$ cat src/rtl/spc_pkg.sv
// ----------------------------------------------------------------------------
// Scanline polygon span package
// Operation codes and shared types for the span core.
// ----------------------------------------------------------------------------
package spc_pkg;

	localparam logic [1:0] OP_CLEAR  = 2'd0;
	localparam logic [1:0] OP_APPEND = 2'd1;
	localparam logic [1:0] OP_QUERY  = 2'd2;

	// divider request from the walker
	typedef struct packed {
		logic go;
		logic neg;
	} div_ctl_t;

endpackage

$ cat src/rtl/spc_div.sv
// ----------------------------------------------------------------------------
// Span divider
// Restoring divider, one quotient bit per cycle. Computes floor-correct
// quotient and remainder of num / den for unsigned operands, then applies
// sign and rounds half away from zero, adding base.
// ----------------------------------------------------------------------------
module spc_div #(
	parameter int NW = 34,
	parameter int DW = 18,
	parameter int RW = 20
) (
	input  logic                 clk,
	input  logic                 arst_n,
	input  spc_pkg::div_ctl_t    ctl,
	input  logic [NW-1:0]        num,
	input  logic [DW-1:0]        den,
	input  logic signed [RW-1:0] base,
	output logic                 done,
	output logic signed [RW-1:0] value
);
	import spc_pkg::*;

	localparam int CW = $clog2(NW + 1);

	logic [NW-1:0] quo_q;
	logic [DW:0]   rem_q;
	logic [DW-1:0] den_q;
	logic [CW-1:0] cnt_q;
	logic          neg_q;
	logic          run_q;
	logic signed [RW-1:0] base_q;
	logic [DW:0]   trial;
	logic [DW:0]   shifted;

	assign shifted = {rem_q[DW-1:0], quo_q[NW-1]};
	assign trial   = shifted - {1'b0, den_q};

	// iterate one bit per cycle
	always_ff @(posedge clk or negedge arst_n) begin
		if (!arst_n) begin
			run_q <= 1'b0;
			cnt_q <= '0;
			done  <= 1'b0;
		end else begin
			done <= 1'b0;
			if (ctl.go) begin
				run_q <= 1'b1;
				cnt_q <= CW'(NW);
			end else if (run_q) begin
				cnt_q <= cnt_q - 1'b1;
				if (cnt_q == CW'(1)) begin
					run_q <= 1'b0;
					done  <= 1'b1;
				end
			end
		end
	end

	always_ff @(posedge clk) begin
		if (ctl.go) begin
			quo_q  <= num;
			rem_q  <= '0;
			den_q  <= den;
			neg_q  <= ctl.neg;
			base_q <= base;
		end else if (run_q) begin
			if (!trial[DW]) begin
				rem_q <= trial;
				quo_q <= {quo_q[NW-2:0], 1'b1};
			end else begin
				rem_q <= shifted;
				quo_q <= {quo_q[NW-2:0], 1'b0};
			end
		end
	end

	// sign, round half away from zero, add base
	logic signed [RW-1:0] qs, v0;
	logic [DW:0]          rs;
	logic [DW+1:0]        rs2;
	logic                 rnz;
	always_comb begin
		rnz = (rem_q != '0);
		if (!neg_q) begin
			qs = RW'(signed'({1'b0, quo_q}));
			rs = rem_q;
		end else begin
			qs = -RW'(signed'({1'b0, quo_q})) - RW'(rnz);
			rs = rnz ? ({1'b0, den_q} - rem_q) : '0;
		end
		v0  = base_q + qs;
		rs2 = {rs, 1'b0};
		if (rs2 > {2'b0, den_q} || (rs2 == {2'b0, den_q} && rs != '0 && !v0[RW-1]))
			value = v0 + RW'(1);
		else
			value = v0;
	end
endmodule

$ cat src/rtl/scanline_polygon_span_core.sv
// ----------------------------------------------------------------------------
// Scanline polygon span core
// Edge table with a sequential span query over the stored edges.
// ----------------------------------------------------------------------------
// channel | handshake      | payload
// input   | start / busy   | operation, edge_*, scan_position, scan_horizontal
// result  | strobe         | span_first, span_second, hit_count, table_full
// Clear and append are taken in the accept cycle and busy stays low; an append
// result shows on strobe in the next cycle. A query reads and examines the edges
// in turn in the read and examine states; each interpolated edge then passes
// through the multiply, divider load and divide states. Strobe rises as busy falls.
// Reset empties the edge count; table contents are undefined until written.
// The receiver cannot stall: each result shows for one cycle on strobe.
// ----------------------------------------------------------------------------
module scanline_polygon_span_core #(
	parameter int MAX_EDGES  = 16,
	parameter int COORD_BITS = 16
) (
	input  logic                         clk,
	input  logic                         arst_n,
	input  logic                         start,
	output logic                         busy,
	input  logic [1:0]                   operation,
	input  logic signed [COORD_BITS-1:0] edge_start_x,
	input  logic signed [COORD_BITS-1:0] edge_start_y,
	input  logic signed [COORD_BITS-1:0] edge_end_x,
	input  logic signed [COORD_BITS-1:0] edge_end_y,
	input  logic signed [COORD_BITS-1:0] scan_position,
	input  logic                         scan_horizontal,
	output logic                         strobe,
	output logic signed [COORD_BITS-1:0] span_first,
	output logic signed [COORD_BITS-1:0] span_second,
	output logic [1:0]                   hit_count,
	output logic                         table_full
);
	import spc_pkg::*;

	localparam int CB = COORD_BITS;
	localparam int AW = (MAX_EDGES > 1) ? $clog2(MAX_EDGES) : 1;
	localparam int NB = $clog2(MAX_EDGES + 1);
	localparam int DW = CB + 1;          // |difference|
	localparam int NW = 2 * DW;          // |t*w|
	localparam int RW = CB + 3;          // result before truncation

	localparam logic [2:0] ST_IDLE  = 3'd0;
	localparam logic [2:0] ST_READ  = 3'd1;
	localparam logic [2:0] ST_EXAM  = 3'd2;
	localparam logic [2:0] ST_MUL   = 3'd3;
	localparam logic [2:0] ST_DIV   = 3'd4;
	localparam logic [2:0] ST_DONE  = 3'd5;
	localparam logic [2:0] ST_LOAD  = 3'd6;

	logic [2:0]          state_q;
	logic [NB-1:0]       count_q;
	logic [NB-1:0]       idx_q;
	logic signed [CB-1:0] pos_q;
	logic                horiz_q;
	logic [1:0]          hits_q;
	logic signed [RW-1:0] first_q, second_q;

	// edge memory
	logic [4*CB-1:0] mem [MAX_EDGES];
	logic [4*CB-1:0] rd_q;

	logic acc;
	assign acc  = start && !busy;
	assign busy = (state_q != ST_IDLE);

	always_ff @(posedge clk) begin
		if (acc && operation == OP_APPEND && count_q < NB'(MAX_EDGES))
			mem[count_q[AW-1:0]] <= {edge_start_x, edge_start_y, edge_end_x, edge_end_y};
		rd_q <= mem[idx_q[AW-1:0]];
	end

	// decode the current edge
	logic signed [CB-1:0] ax, ay, bx, by, u0, u1, c0, c1, lo, hi;
	always_comb begin
		{ax, ay, bx, by} = rd_q;
		u0 = horiz_q ? ax : ay;
		u1 = horiz_q ? bx : by;
		c0 = horiz_q ? ay : ax;
		c1 = horiz_q ? by : bx;
		lo = (u0 < u1) ? u0 : u1;
		hi = (u0 < u1) ? u1 : u0;
	end

	// operand registers for multiply and divide
	logic signed [DW-1:0] t_s1, w_s1, d_s1;
	logic signed [CB-1:0] c0_s1;
	logic [NW-1:0]        prod_s2;
	logic                 neg_s2;
	logic [DW-1:0]        dabs_s2;
	div_ctl_t             dctl;
	logic                 ddone;
	logic signed [RW-1:0] dval;

	logic [DW-1:0] ta, wa;
	logic signed [DW-1:0] tn, dn;
	always_comb begin
		tn = d_s1[DW-1] ? -t_s1 : t_s1;
		dn = d_s1[DW-1] ? -d_s1 : d_s1;
		ta = tn[DW-1] ? DW'(-tn) : DW'(tn);
		wa = w_s1[DW-1] ? DW'(-w_s1) : DW'(w_s1);
	end

	// load the divider once the product register holds the operands
	assign dctl.go  = (state_q == ST_LOAD);
	assign dctl.neg = neg_s2;

	spc_div #(.NW(NW), .DW(DW), .RW(RW)) u_div (
		.clk   (clk),
		.arst_n(arst_n),
		.ctl   (dctl),
		.num   (prod_s2),
		.den   (dabs_s2),
		.base  (RW'(c0_s1)),
		.done  (ddone),
		.value (dval)
	);

	logic signed [RW-1:0] fa, fb;
	always_comb begin
		fa = first_q;
		fb = second_q;
	end

	// sequencer
	always_ff @(posedge clk or negedge arst_n) begin
		if (!arst_n) begin
			state_q     <= ST_IDLE;
			count_q     <= '0;
			idx_q       <= '0;
			hits_q      <= '0;
			pos_q       <= '0;
			horiz_q     <= 1'b0;
			first_q     <= '0;
			second_q    <= '0;
			t_s1        <= '0;
			w_s1        <= '0;
			d_s1        <= '0;
			c0_s1       <= '0;
			span_first  <= '0;
			span_second <= '0;
			hit_count   <= '0;
			table_full  <= 1'b0;
			strobe      <= 1'b0;
		end else begin
			strobe <= 1'b0;
			unique case (state_q)
				ST_IDLE: begin
					if (acc) begin
						priority if (operation == OP_CLEAR) begin
							count_q <= '0;
						end else if (operation == OP_APPEND) begin
							table_full  <= (count_q >= NB'(MAX_EDGES));
							if (count_q < NB'(MAX_EDGES))
								count_q <= count_q + 1'b1;
							span_first  <= '1;
							span_second <= '1;
							hit_count   <= '0;
							strobe      <= 1'b1;
						end else if (operation == OP_QUERY) begin
							pos_q    <= scan_position;
							horiz_q  <= scan_horizontal;
							idx_q    <= '0;
							hits_q   <= '0;
							first_q  <= '1;
							second_q <= '1;
							state_q  <= ST_READ;
						end
					end
				end
				ST_READ: begin
					state_q <= (idx_q >= count_q) ? ST_DONE : ST_EXAM;
				end
				ST_EXAM: begin
					if (pos_q < lo || pos_q > hi) begin
						idx_q   <= idx_q + 1'b1;
						state_q <= ST_READ;
					end else if (u0 == u1) begin
						first_q  <= RW'(c0);
						second_q <= RW'(c1);
						hits_q   <= 2'd2;
						state_q  <= ST_DONE;
					end else begin
						t_s1    <= DW'(pos_q) - DW'(u0);
						w_s1    <= DW'(c1) - DW'(c0);
						d_s1    <= DW'(u1) - DW'(u0);
						c0_s1   <= c0;
						state_q <= ST_MUL;
					end
				end
				ST_MUL:  state_q <= ST_LOAD;
				ST_LOAD: state_q <= ST_DIV;
				ST_DIV: begin
					if (ddone) begin
						if (hits_q == 2'd0) begin
							first_q <= dval;
							hits_q  <= 2'd1;
							idx_q   <= idx_q + 1'b1;
							state_q <= ST_READ;
						end else begin
							second_q <= dval;
							hits_q   <= 2'd2;
							state_q  <= ST_DONE;
						end
					end
				end
				ST_DONE: begin
					span_first  <= (fa > fb) ? CB'(fb) : CB'(fa);
					span_second <= (fa > fb) ? CB'(fa) : CB'(fb);
					hit_count   <= hits_q;
					table_full  <= 1'b0;
					strobe      <= 1'b1;
					state_q     <= ST_IDLE;
				end
				default: state_q <= ST_IDLE;
			endcase
		end
	end

	// multiply stage: registered operands for the divider
	always_ff @(posedge clk) begin
		if (state_q == ST_EXAM) begin
			prod_s2 <= '0;
		end else begin
			prod_s2 <= NW'(ta) * NW'(wa);
			neg_s2  <= tn[DW-1] != w_s1[DW-1];
			dabs_s2 <= DW'(dn);
		end
	end
endmodule

$ cat config.mk
export PLATFORM = sky130hd
export DESIGN_NAME = scanline_polygon_span_core
export DESIGN_NICKNAME = d
export VERILOG_FILES = /design/src/rtl/spc_pkg.sv /design/src/rtl/spc_div.sv /design/src/rtl/scanline_polygon_span_core.sv
export SDC_FILE = /design/constraint.sdc
export NUM_CORES = 2
export LEC_CHECK = 0
export BUFFER_PORTS_ARGS = -buffer_cell sky130_fd_sc_hd__buf_4
export CORE_MARGIN = 2
export CORE_UTILIZATION = 36
export DETAILED_ROUTE_END_ITERATION = 7
export GPL_TIMING_DRIVEN = 0
export SYNTH_ARGS = -nofsm -noshare
export SYNTH_HDL_FRONTEND = slang
export SYNTH_HIERARCHICAL = 1
export SYNTH_SLANG_ARGS = --single-unit
$ cat constraint.sdc
create_clock -name clk -period 8.1 [get_ports clk]
set_input_delay 0.405 -clock clk [delete_from_list [all_inputs] [get_ports clk]]
set_output_delay 0.405 -clock clk [all_outputs]
set_load 0.01 [all_outputs]
After elaboration in Yosys (flattened, before gate mapping) --
Memories as Yosys holds them, arrays and structs flattened. A register that Yosys moved wholly into a read port is not among the register bits. Cells that the tools add are included.
Storage, ports and cells: output and inout port bits 37, register bits after elaboration 319, memories 1, bits in writable memories 1024, logic and storage cells 202
Operators by class: muxes and demuxes 91, magnitude comparators 8, eq/ne operators 23, reductions and logical operators 29, multipliers 1, bitwise gates (word level) 4, $add $sub $neg 16
Memory list:
- mem | depth 16, bits a word 64, rd ports 1, clocked after memory_dff 1, wr ports 1, RTL line scanline_polygon_span_core.sv:62 | logic [4*CB-1:0] mem [MAX_EDGES];
Operators by type and width (number):
- 2-to-1 mux 19 bit | 14
- 2-to-1 mux 16 bit | 12
- one-hot mux 19 bit (3 select lines) | 2
- 2-to-1 mux 34 bit | 2
- negator 17 bit | 4
- one-hot mux 16 bit (2 select lines) | 2
- 2-to-1 mux 18 bit | 3
- 2-to-1 mux 17 bit | 3
- subtractor 16 x 16 -> 17 bit | 3
- 2-to-1 mux 5 bit | 10
- nonzero test 18 bit | 2
- multiplier 17 x 17 -> 34 bit | 1
- less-than comparator 16 bit | 2
- 2-to-1 mux 3 bit | 9
- 2-to-1 mux 2 bit | 11
- != test 2 bit (second input constant) | 10
- adder 16 x 19 -> 19 bit | 1
- adder 19 x 2 -> 19 bit (second input constant) | 1
- == test 19 x 17 -> 1 bit | 1
- > comparator 19 x 17 -> 1 bit | 1
- > comparator 19 bit | 1
- negator 19 bit | 1
- subtractor 19 x 1 -> 19 bit | 1
- one-hot mux 3 bit (6 select lines) | 1
- other kinds (36) | 74

Longest topological paths before layout --
word-level depth 11, depth in mapped cells 36

By module --
The synthesis kept the hierarchy.
By module, submodules not included:
- scanline_polygon_span_core | instances 1, area an instance 63578.5 µm², sequential area each 37581.0 µm², cells each 4182
- spc_div | instances 1, area an instance 8215.4 µm², sequential area each 2692.6 µm², cells each 908

Least setup slack after synthesis --
OpenSTA, ideal clock, no wires.
kind register to register, start register t_s1[0], end register prod_s2[30], cell stages (with the launch flop) 34, buffers on the path 4, slack -756 ps, data arrival time 8720 ps, data required time 7963 ps, cell sequence dfrtp_1 -> clkbuf_1 -> inv_1 -> clkbuf_1 -> ha_1 -> nand2b_1 -> buf_2 -> o31a_1 -> nand2b_1 -> xor2_1 -> clkbuf_1 -> o31ai_1 -> xnor2_1 -> nor2_1 -> fa_1 -> inv_1 -> fa_1 -> inv_1 -> fa_1 -> fa_1 -> fa_1 -> inv_1 -> fa_1 -> inv_1 -> ha_1 -> a21oi_1 -> o21ai_0 -> a31o_2 -> o21ai_1 -> o221ai_1 -> a2111o_1 -> a2111o_1 -> o21ai_0 -> a2111oi_0
On the way: cells in the longest elaborated chain, start to end 5
RTL lines:
- from (decl) | RTL line scanline_polygon_span_core.sv:88 | logic signed [DW-1:0] t_s1, w_s1, d_s1;
- from (signal assigned) | RTL line scanline_polygon_span_core.sv:186 | t_s1 <= DW'(pos_q) - DW'(u0);
- negator 17 bit | RTL line scanline_polygon_span_core.sv:100 | tn = d_s1[DW-1] ? -t_s1 : t_s1;
- 2-to-1 mux 17 bit (*) | RTL line scanline_polygon_span_core.sv:100
- negator 17 bit | RTL line scanline_polygon_span_core.sv:102 | ta = tn[DW-1] ? DW'(-tn) : DW'(tn);
- 2-to-1 mux 17 bit (*) | RTL line scanline_polygon_span_core.sv:102
- multiplier 17 x 17 -> 34 bit (*) | RTL line scanline_polygon_span_core.sv:227 | prod_s2 <= NW'(ta) * NW'(wa);
- to (signal assigned) | RTL line scanline_polygon_span_core.sv:227
- to (decl) | RTL line scanline_polygon_span_core.sv:90 | logic [NW-1:0] prod_s2;
Mark *: on every way between the ends. The rest lies on a longest branch, timed or not. A chain may end at the register's enable or synchronous reset.

Final worst setup path --
start register t_s1[4], end register prod_s2[30]
Same word-level chain as after synthesis.

==> results.toml <==
[setup_path]
cp-start-kind = "flop"
r2r-end = "prod_s2[30]"
slowest_stage = "fa_1"
crit_end = "prod_s2[30]"
path_max_fanout = 10
required_ns = 8.69
crit_start = "t_s1[4]"
crit_type = "flop to flop"
critPathMaxStageDelay_ns = 0.59
critPathArrivalTime_ns = 8.81
r2r_setup_slack_ns = -0.12
cpMostUsedCell = "fa_1"
r2r_start = "t_s1[4]"
reg2reg_depth = 30
cp-end-kind = "flop"

[floorplan]
rows = 163
die_w_um = 451
core-area_um2 = 198000
io_pins = 123
dieArea_um2 = 203000
initial_core_util_pct = 36.3
die_h_um = 451

[drt]
dr_total_vias = 44400
via_per_inst = 5.32
drc = 0
drtIter0Drc = 3840
totalWireLength_um = 199000
antenna_left = 0
firstDrtPassIters = 5
avgRoutedWirePerCell_um = 23.9

[sta]
max_freq_mhz = 122
finClkSkew_ns = 0.0427
fin_setup_tns_ns = -0.209
setup_slack_ns = -0.119
slew_headroom_pct = 8.94
period_minus_slack_ns = 8.22
hold_ws_ns = 0.138
slew_viol_final = 0
worst_pin_slew_ns = 1.36
fin_crit_sh_pct = 101
finalSetupViolCount = 2
rsz0062_at_grt = "yes"
hold_viol = 0

[cts]
h-tree-depth = 4
cts_tree = "done"
clkTransAtPathRegs_ns = 0.06
clk_latency_ns = 0.79
clk_path_buf_depth = 3
clockRootBuffer = "clkbuf_16"
numCtsBuffers = 146
cts.sinks = 1410

[flow_run]
max_cap_violations = 0

[synth]
yosys.area.top_type_share_pct = 46.6
synth_cells = 5090
synth_edf_count = 1113
ys_seq_area_share_pct = 56.1
synth-seq-cells = 1410
synthFlopType = "edfxtp_1"
syn-cell-area_um2 = 71800
synth_cell_type_count = 103
yosysTopAreaCell = "edfxtp_1"
async_reset_ff_share_pct = 12.8
synthesis.nets = 5717
ys_warn_count = 6
avgSynthCellArea_um2 = 14.1
synthTopCellsByArea = "edfxtp_1 47%, mux4_2 10%, fa_1 6.4%"

[hold_path]
min_path_type = "input pin to flop"

[status]
outcome = "complete, but fails checks"
violations = "negative setup slack"

[grt]
grt_pass1_vias = 45100
grt_max_degree = 99
antenna_found_initial = 16
overflow = 0
grt_usage_pct = 19.5
grt_pass1_wl_um = 295000

[place]
port_buffers = 122
dp.cells = 7875
post-dp-hpwl_um = 138000
place_congestion = 0.924
place_area_um2 = 76900

[cells_and_area]
fin_cells = 8352
syn2layout_area_growth_pct = 17.8
fill_cells = 17900
final_cell_area_um2 = 84600
nets = 6213
drive_gt1_share_pct = 19.9
[cell usage after synthesis, types with 21 or more instances]
master,instances
dfrtp_1,181
mux2_2,93
nor2_1,327
mux2i_1,100
nand3_1,45
a211oi_1,36
edfxtp_1,1113
nor3_1,55
o21ai_0,265
nand4_1,21
nor2b_1,34
xor2_1,75
xnor2_1,117
nand2_1,338
and2_1,48
fa_1,230
clkbuf_1,140
a21oi_1,173
dfxtp_1,116
ha_1,311
a21o_1,45
o31ai_1,32
nand2b_1,41
buf_1,40
o22ai_1,25
mux4_2,320
inv_1,427
o21a_1,44
[layer usage]
| metal | vias to the layer above | wire length [um] | global-route usage [%] |
|---|---|---|---|
| met4 | 10 | 5920 | 5.45 |
| met1 | 22900 | 82200 | 25.3 |
| met5 | - | 61 | 0 |
| met3 | 320 | 10900 | 2.79 |
| li1 | 19900 | - | - |
| met2 | 1355 | 100000 | 33.9 |
[worst min-delay path by stage]
stage | start | to | slack (ns) | cells past startpoint
after floorplan | arst_n | c0_s1[0] | 0.11 | 0
after detailed placement | dabs_s2[11] | u_div/den_q[11] | 0.40 | 0
after global placement | dabs_s2[11] | u_div/den_q[11] | 0.40 | 0
after CTS | start | count_q[2] | 0.09 | 4
after global routing | start | count_q[2] | 0.15 | 4
final | start | count_q[2] | 0.14 | 4
[critical path: cells and delay by family, from the launching register on]
family,cells,cell delay (ns)
XOR/XNOR,2,0.59
AO/OA/AOI/OAI,11,2.41
flip-flops,1,0.37
buffers and inverters,7,0.80
adder cells (fa/ha/maj),7,3.21
AND/OR/NAND/NOR,3,0.66
[sequential cells by signal, indices dropped and copies added, names as in the netlist, 3 cells and up]
| signal | cells |
|---|---|
| c0_s1 | 16 |
| u_div/cnt_q | 6 |
| w_s1 | 17 |
| fa | 19 |
| d_s1 | 17 |
| idx_q | 5 |
| u_div/base_q | 19 |
| span_second | 16 |
| rd_q | 64 |
| mem | 1024 |
| u_div/den_q | 17 |
| prod_s2 | 34 |
| pos_q | 16 |
| t_s1 | 17 |
| fb | 19 |
| count_q | 5 |
| u_div/quo_q | 34 |
| dabs_s2 | 17 |
| span_first | 16 |
| state_q | 3 |
| u_div/rem_q | 18 |
[layout make-up]
type | instances | area [um^2] | area share [%]
Sequential cell | 1410 | 40300 | 47.6
Multi-Input combinational cell | 3056 | 30400 | 35.9
Clock buffer | 188 | 3940 | 4.65
Timing Repair Buffer | 352 | 3360 | 3.97
Tap cell | 2640 | 3300 | 3.91
Inverter | 428 | 1610 | 1.91
Buffer | 192 | 902 | 1.07
Clock inverter | 83 | 787 | 0.931
Antenna cell | 3 | 7.51 | 0.00888
[cells in the final DEF (no fill, tap or decap), drive strengths merged, types with 14 or more instances in the layout]
cell         count
and2            48
or3             17
nand3           45
dlygate4sd3     86
a21o            45
dfxtp          116
edfxtp        1113
xnor2          118
a211oi          38
o21a            44
inv            435
dfrtp          181
nor4            19
or2             14
o22ai           25
o21ai          284
nor2b           34
fa             230
nor3            55
nand2          340
mux2            93
a21oi          174
clkbuf         324
buf            322
mux4           320
o211ai          16
nor2           328
nand4           22
xor2            76
mux2i          100
ha             311
nand2b          41
clkinv          64
o31ai           34
a31oi           16
and3            19
[timing repair]
item                                   4_1_cts  5_1_grt
pin swaps                                   66       72
setup buffers                               90       38
hold buffers                                86        0
setup endpoints to repair                  127       91
endpoints found under the hold margin     1142        0
resized for setup                          137      105
gates cloned                                 1        0
[through the flow]
step	util [%]	setup slack [ns]
2_1_floorplan	-	0.00121
3_3_place_gp	38.6	-1.43
3_5_place_dp	38.9	-1.49
4_1_cts	42.5	-0.198
5_1_grt	42.7	-0.434
6_report	42.7	-0.119
[cell families (layout without fill, tap and decap cells)]
group	Yosys count	count (layout)	synth area share, %
DFF	1410	1410	56.1
xor gates and xnor gates	195	195	2.42
other	0	3	0
buffers and inverters	624	1243	3.33
and+or+nand+nor	1030	1030	6.66
AOI/OAI and AO/OA	777	777	6.76
adders and majority gates	541	541	11.8
muxes	513	513	12.9
Power is left out: the tool's default activity adds up to more than one toggle a clock period on the data nets, which glitch-free logic cannot reach.
